[src/rtl/sdx_pkg.sv]
`default_nettype none

package sdx_pkg;

    localparam int unsigned CODE_LEN = 4;
    localparam int unsigned CNT_W    = $clog2(CODE_LEN + 1);
    localparam int unsigned IDX_W    = $clog2(CODE_LEN);
    localparam logic [7:0]  PAD_CHAR = 8'h30;

    typedef struct packed {
        logic [7:0] ch;
        logic       last;
    } char_word_t;

    typedef logic [CODE_LEN-1:0][7:0] code_t;

    // Letters that never enter the code after the first position
    function automatic logic is_dropped(input logic [7:0] c);
        logic drop;
        begin
            drop = (c == "a") || (c == "e") || (c == "h") || (c == "i") ||
                   (c == "o") || (c == "u") || (c == "w") || (c == "y");
            return drop;
        end
    endfunction

    function automatic logic [7:0] map_char(input logic [7:0] c);
        logic [7:0] m;
        begin
            unique case (c)
                "b", "f", "p", "v":                     m = "1";
                "c", "g", "j", "k", "q", "s", "x", "z": m = "2";
                "d", "t":                               m = "3";
                "l":                                    m = "4";
                "m", "n":                               m = "5";
                "r":                                    m = "6";
                default:                                m = c;
            endcase
            return m;
        end
    endfunction

endpackage

`default_nettype wire

[src/rtl/sdx_input_stage.sv]
`default_nettype none

module sdx_input_stage
    import sdx_pkg::*;
(
    input  wire logic       clk,
    input  wire logic       rst_n,
    input  wire logic       in_valid,
    output logic            in_stall,
    input  wire logic [7:0] char_in,
    input  wire logic       word_end,
    input  wire logic       advance,
    output logic            held_valid,
    output char_word_t      held_word
);

    logic       valid_reg;
    logic       valid_next;
    char_word_t word_reg;
    logic       take;

    assign in_stall   = valid_reg && !advance;
    assign take       = in_valid && !in_stall;
    assign held_valid = valid_reg;
    assign held_word  = word_reg;

    always_comb
    begin
        if (take)
        begin
            valid_next = 1'b1;
        end
        else if (advance)
        begin
            valid_next = 1'b0;
        end
        else
        begin
            valid_next = valid_reg;
        end
    end

    always_ff @(posedge clk or negedge rst_n)
    begin
        if (!rst_n)
        begin
            valid_reg <= 1'b0;
        end
        else
        begin
            valid_reg <= valid_next;
        end
    end

    // Payload: load on accept only
    always_ff @(posedge clk)
    begin
        if (take)
        begin
            word_reg.ch   <= char_in;
            word_reg.last <= word_end;
        end
    end

endmodule

`default_nettype wire

[src/rtl/sdx_code_core.sv]
`default_nettype none

module sdx_code_core
    import sdx_pkg::*;
(
    input  wire logic       clk,
    input  wire logic       rst_n,
    input  wire logic       held_valid,
    input  wire char_word_t held_word,
    input  wire logic       out_free,
    output logic            advance,
    output logic            result_load,
    output code_t           result_code
);

    logic             in_word_reg;
    logic             in_word_next;
    logic [CNT_W-1:0] count_reg;
    logic [CNT_W-1:0] count_next;
    logic [7:0]       prev_reg;
    logic [7:0]       prev_next;
    code_t            buf_reg;
    code_t            buf_next;
    code_t            buf_kept;
    logic [7:0]       mapped;
    logic [7:0]       kept_char;
    logic             keep;

    // A word end needs room in the result register; other characters never wait
    assign advance     = held_valid && (!held_word.last || out_free);
    assign result_load = advance && held_word.last;
    assign result_code = buf_kept;

    always_comb
    begin
        mapped    = map_char(held_word.ch);
        kept_char = in_word_reg ? mapped : held_word.ch;
        keep      = !in_word_reg ||
                    (!is_dropped(held_word.ch) && (mapped != prev_reg));

        buf_kept     = buf_reg;
        count_next   = count_reg;
        prev_next    = prev_reg;
        in_word_next = 1'b1;
        if (keep)
        begin
            prev_next = kept_char;
            if (count_reg < CNT_W'(CODE_LEN))
            begin
                buf_kept[count_reg[IDX_W-1:0]] = kept_char;
                count_next = count_reg + CNT_W'(1);
            end
        end
        buf_next = buf_kept;

        // Drop all word state once the code is handed off
        if (held_word.last)
        begin
            in_word_next = 1'b0;
            count_next   = '0;
            prev_next    = '0;
            buf_next     = {CODE_LEN{PAD_CHAR}};
        end
    end

    always_ff @(posedge clk or negedge rst_n)
    begin
        if (!rst_n)
        begin
            in_word_reg <= 1'b0;
            count_reg   <= '0;
            prev_reg    <= '0;
            buf_reg     <= {CODE_LEN{PAD_CHAR}};
        end
        else if (advance)
        begin
            in_word_reg <= in_word_next;
            count_reg   <= count_next;
            prev_reg    <= prev_next;
            buf_reg     <= buf_next;
        end
    end

endmodule

`default_nettype wire

[src/rtl/sdx_output_stage.sv]
`default_nettype none

module sdx_output_stage
    import sdx_pkg::*;
(
    input  wire logic       clk,
    input  wire logic       rst_n,
    input  wire logic       result_load,
    input  wire code_t      result_code,
    output logic            out_free,
    output logic            out_valid,
    input  wire logic       out_stall,
    output logic [7:0]      code_first,
    output logic [7:0]      code_second,
    output logic [7:0]      code_third,
    output logic [7:0]      code_fourth
);

    logic  valid_reg;
    logic  valid_next;
    code_t code_reg;

    assign out_free    = !valid_reg || !out_stall;
    assign out_valid   = valid_reg;
    assign code_first  = code_reg[0];
    assign code_second = code_reg[1];
    assign code_third  = code_reg[2];
    assign code_fourth = code_reg[3];

    always_comb
    begin
        if (result_load)
        begin
            valid_next = 1'b1;
        end
        else if (!out_stall)
        begin
            valid_next = 1'b0;
        end
        else
        begin
            valid_next = valid_reg;
        end
    end

    always_ff @(posedge clk or negedge rst_n)
    begin
        if (!rst_n)
        begin
            valid_reg <= 1'b0;
        end
        else
        begin
            valid_reg <= valid_next;
        end
    end

    always_ff @(posedge clk)
    begin
        if (result_load)
        begin
            code_reg <= result_code;
        end
    end

endmodule

`default_nettype wire

[src/rtl/soundex_encoder_top.sv]
// Soundex-style phonetic encoder, one character per input transfer.
// Input channel: in_valid / in_stall carry char_in and word_end; word_end
//   marks the last character of a word. A character is taken at a rising edge
//   with in_valid high and in_stall low.
// Output channel: out_valid / out_stall carry code_first..code_fourth, one
//   word per input word, given after its last character.
// Path: a character accepted into the input register is folded into the
//   code state when the core advances it; the code of a last character is
//   loaded into the result register in that same step and then shown.
// Throughput: one character per cycle while no word end is held back, set
//   by the single register-to-register pass through the character map and
//   the compare with the previous kept character.
// Stall: characters that do not end a word never wait. A word end waits in
//   the input register while the result register is full and stalled; the
//   input then stalls until the result is taken.
// Reset (rst_n low, asynchronous): both channels go empty and the code
//   state returns to the start of a word with the code buffer all '0'.
`default_nettype none

module soundex_encoder_top
    import sdx_pkg::*;
(
    input  wire logic       clk,
    input  wire logic       rst_n,
    input  wire logic       in_valid,
    output logic            in_stall,
    input  wire logic [7:0] char_in,
    input  wire logic       word_end,
    output logic            out_valid,
    input  wire logic       out_stall,
    output logic [7:0]      code_first,
    output logic [7:0]      code_second,
    output logic [7:0]      code_third,
    output logic [7:0]      code_fourth
);

    logic       held_valid;
    char_word_t held_word;
    logic       advance;
    logic       out_free;
    logic       result_load;
    code_t      result_code;

    // Hold the incoming character until the core consumes it
    sdx_input_stage u_input
    (
        .clk        (clk),
        .rst_n      (rst_n),
        .in_valid   (in_valid),
        .in_stall   (in_stall),
        .char_in    (char_in),
        .word_end   (word_end),
        .advance    (advance),
        .held_valid (held_valid),
        .held_word  (held_word)
    );

    // Map, merge duplicates and build the code; advance state per character
    sdx_code_core u_core
    (
        .clk         (clk),
        .rst_n       (rst_n),
        .held_valid  (held_valid),
        .held_word   (held_word),
        .out_free    (out_free),
        .advance     (advance),
        .result_load (result_load),
        .result_code (result_code)
    );

    // Register the finished code until the receiver takes it
    sdx_output_stage u_output
    (
        .clk         (clk),
        .rst_n       (rst_n),
        .result_load (result_load),
        .result_code (result_code),
        .out_free    (out_free),
        .out_valid   (out_valid),
        .out_stall   (out_stall),
        .code_first  (code_first),
        .code_second (code_second),
        .code_third  (code_third),
        .code_fourth (code_fourth)
    );

endmodule

`default_nettype wire
[config.mk]
export PLATFORM = sky130hd
export DESIGN_NAME = soundex_encoder_top
export DESIGN_NICKNAME = d
export VERILOG_FILES = /design/src/rtl/sdx_pkg.sv /design/src/rtl/sdx_input_stage.sv /design/src/rtl/sdx_code_core.sv /design/src/rtl/sdx_output_stage.sv /design/src/rtl/soundex_encoder_top.sv
export SDC_FILE = /design/constraint.sdc
export NUM_CORES = 1
export LEC_CHECK = 0
export ABC_AREA = 1
export BUFFER_PORTS_ARGS = -buffer_cell sky130_fd_sc_hd__buf_2
export CAP_MARGIN = 10
export CORE_UTILIZATION = 30
export CTS_BUF_LIST = sky130_fd_sc_hd__clkbuf_8
export DETAILED_ROUTE_END_ITERATION = 10
export PLACE_DENSITY_LB_ADDON = 0.25
export SLEW_MARGIN = 25
export SYNTH_ARGS = -nofsm -noshare
export SYNTH_HDL_FRONTEND = slang
export SYNTH_SLANG_ARGS = --single-unit
[constraint.sdc]
create_clock -name clk -period 2.3 [get_ports clk]
set_input_delay 0.46 -clock clk [delete_from_list [all_inputs] [get_ports clk]]
set_output_delay 0.46 -clock clk [all_outputs]
set_load 0.02 [all_outputs]
==> flow_summary.yaml <==
synthesis:
  syn-num-nets: 639
  postSynthCellCount: 622
  synthDominantCellAreaShare: 0.257
  yosysSeqAreaShare: 0.500
  yosys_warnings: 0
  ys_ff_latch: 87
  postSynthAreaPerCell_sq_um: 7.70
  yosysTopAreaCell: "edfxtp_1"
  syn_area_sq_mm: 0.00479
  ys_types: 34
  synth_area_leaders: "edfxtp_1, dfrtp_1, nand2_1, nand3_1, dfstp_2"
worst_setup_path:
  cpMostUsedCell: "nand2_1"
  worst-path-max-fanout: 8
  reg2reg_setup_slack_ns: -0.21
  cp_num_buf_inv: 1
  reg2reg_depth: 15
  crit_chain: "nor2_2 > nand2_2 > a21oi_4 > nor2_4 > nand3_2 > nand2_1 > nand2_1 > nand2_1 > nor2_1 > nand3_2 > nand2_4 > nand2_8 > buf_8 > nand2_2 > nand2_1"
  critical_path_arrival_ns: 2.65
  rr_startpoint: "u_input.held_word[4]$_DFFE_PP_"
  cpPeakStageDelay_ns: 0.55
  crit_cells: 15
  critPathRequiredTime_ns: 2.44
  cp-end-kind: "flip-flop"
  endpoint: "u_output.code_fourth[4]$_DFFE_PP_"
  worstSetupPathType: "flip-flop to flip-flop"
  cp_slowest_cell: "edfxtp_1"
  r2r_end: "u_output.code_fourth[4]$_DFFE_PP_"
  critPathTopFamily: "simple AND/OR/NAND/NOR gates"
  cp-startpoint: "u_input.held_word[4]$_DFFE_PP_"
  cp-start-kind: "flip-flop"
clock_network:
  cts_inserted_buffers: 9
  clk_latency_ns: 0.39
  cts_sinks: 87
  clk_pin_slew_ns: 0.10
  cts_htree_levels: 3
  cts_buffer_depth: 2
  clk_root_buffer_cell: "clkbuf_8"
  cts_tree: "yes"
sta:
  max_slew.worst_pin.slew_ns: 0.606
  post-route-min-period_ns: 2.51
  finalClockSkew_ns: 0.0130
  slew_headroom: 0.596
  whs_ns: 0.0207
  hold_viol: 0
  rsz0062_at_grt: "true"
  max_freq_ghz: 0.399
  final_max_slew_viol_count: 0
  fin_crit_sh: 1.09
  worst_slack_ns: -0.208
  setup_tns_ns: -11.88
  finalSetupViolCount: 75
final_layout:
  finalCoreUtilization: 0.398
  final_nets: 720
  drive_gt1_frac: 0.278
  final_area_sq_mm: 0.00612
  insertedDiodeCount: 0
  area_delta_synth_final_pct: 27.8
  largest_register_ffs: 32
  fillers: 1525
route:
  wl_per_cell_um: 14.7
  avgViaCountPerCell: 4.84
  drt_iter0_drc: 260
  wirelength_mm: 13.5
  drcViolationCount: 0
  vias: 4445
  antenna_left: 0
  dr.pass1.iters: 5
floorplan:
  die_w_um: 128
  fp.coreArea_sq_mm: 0.0154
  placementRows: 45
  io_pins: 47
  initial_core_util: 0.312
  die_h_um: 128
  die_area_sq_mm: 0.0165
placement:
  port-buffer-count: 46
  placed_area_sq_mm: 0.00543
  place_congestion: 0.855
  dp_hpwl_mm: 8.21
  dpl_worst_slack_ns: -0.141
global_route:
  grt_usage: 0.173
  grt_pass1_wl_mm: 21.8
  grt_max_degree: 69
  grt_pass1_vias: 4192
  antenna_found_initial: 0
  grt_overflow: 0
pwr:
  power-per-cell-area_mw_per_mm2: 794
  switching_power_mw: 1.72
  p_seq_frac: 0.441
  ir_drop_v: 0.000378
  p_clk_frac: 0.253
  p_leak_nw: 2.97
  pwr-share-comb: 0.306
  switching_share: 0.355
  p_int_mw: 3.13
job:
  cap_violations: 0
run_status:
  violations: "setup timing"
  status: "finished with violations"
min_path:
  min_path_type: "input pin to asynchronous set/reset pin"
[worst min-delay path by stage]
stage | cells after the start | endpoint | slack (ns)
after global placement | 1 | u_core.buf_reg[10]$_DFFE_PN0P_ | 0.45
final | 1 | u_core.buf_reg[14]$_DFFE_PN0P_ | 0.02
after floorplan | 0 | u_core.buf_reg[0]$_DFFE_PN0P_ | 0.16
after global routing | 1 | u_core.buf_reg[8]$_DFFE_PN0P_ | 0.03
after detailed placement | 1 | u_core.buf_reg[10]$_DFFE_PN0P_ | 0.45
after CTS | 1 | u_core.buf_reg[8]$_DFFE_PN0P_ | 0.02
[cells by family after synthesis]
| group | Yosys count | share of synthesized area |
|---|---|---|
| simple gates | 379 | 0.336 |
| compound gates | 78 | 0.0839 |
| flops | 87 | 0.500 |
| fa+ha+maj | 4 | 0.0105 |
| xor+xnor | 2 | 0.00366 |
| buf+inv | 72 | 0.0664 |
[what timing repair did]
action | CTS | global route
hold buffers | 0 | 0
pin swaps | 10 | 8
setup buffers | 13 | 0
resized for setup | 64 | 10
cloned | 4 | 2
endpoints found under the hold margin | 0 | 0
setup endpoints to repair | 75 | 75
[layer usage]
| metal | vias to the layer above | GRT usage | share of wire |
|---|---|---|---|
| met5 | - | 0 | 0 |
| met4 | 0 | 0.0692 | 0.019 |
| met3 | 19 | 0.0333 | 0.050 |
| met2 | 134 | 0.285 | 0.47 |
| met1 | 2101 | 0.224 | 0.46 |
| li1 | 2191 | - | - |
[area by class of cell]
type	count	area, sq um	area share
multi-input combinational	465	2300	0.376
clock inverter	7	96.3	0.0157
timing repair buffer	100	788	0.129
tap	211	264	0.0432
sequential	87	2390	0.391
clock buffer	9	124	0.0202
inverter	40	150	0.0245
[metrics by stage]
stage	std cells	power (mW)
final	919	4.85
after global routing	919	5.19
after CTS	917	4.87
after detailed placement	884	3.50
after global placement	884	3.46
after floorplan	622	3.10
[placed cells by master (no fill, tap or decap), drive strengths merged]
master / Yosys / final
nand4: 7 / 7
nor2: 40 / 42
ha: 4 / 4
or2: 5 / 5
nand2: 253 / 253
xnor2: 2 / 2
a21oi: 27 / 27
dfstp: 8 / 8
edfxtp: 41 / 41
bufinv: 0 / 2
and2: 1 / 1
o21ai: 47 / 47
dfrtp: 38 / 38
o21a: 1 / 1
o22ai: 1 / 1
inv: 39 / 42
buf: 12 / 98
clkbuf: 20 / 11
clkinv: 1 / 2
clkinvlp: 0 / 1
a22oi: 1 / 1
nand3: 71 / 71
nor3: 2 / 2
a31oi: 1 / 1
[synthesized netlist by cell type (all sizes together)]
cell type,instances
a21oi,27
a22oi,1
a31oi,1
and2,1
buf,12
clkbuf,20
clkinv,1
dfrtp,38
dfstp,8
edfxtp,41
ha,4
inv,39
nand2,253
nand3,71
nand4,7
nor2,40
nor3,2
o21a,1
o21ai,47
o22ai,1
or2,5
xnor2,2
[power by group through the flow]
stage	combinational [mW]	clock, mW	sequential, mW
final	1.49	1.23	2.14
after global placement	1.31	0	2.16
after CTS	1.46	1.27	2.14
after floorplan	0.869	0	2.23
after global routing	1.68	1.33	2.18
after detailed placement	1.33	0	2.17
(Power assumes the default switching activity.)
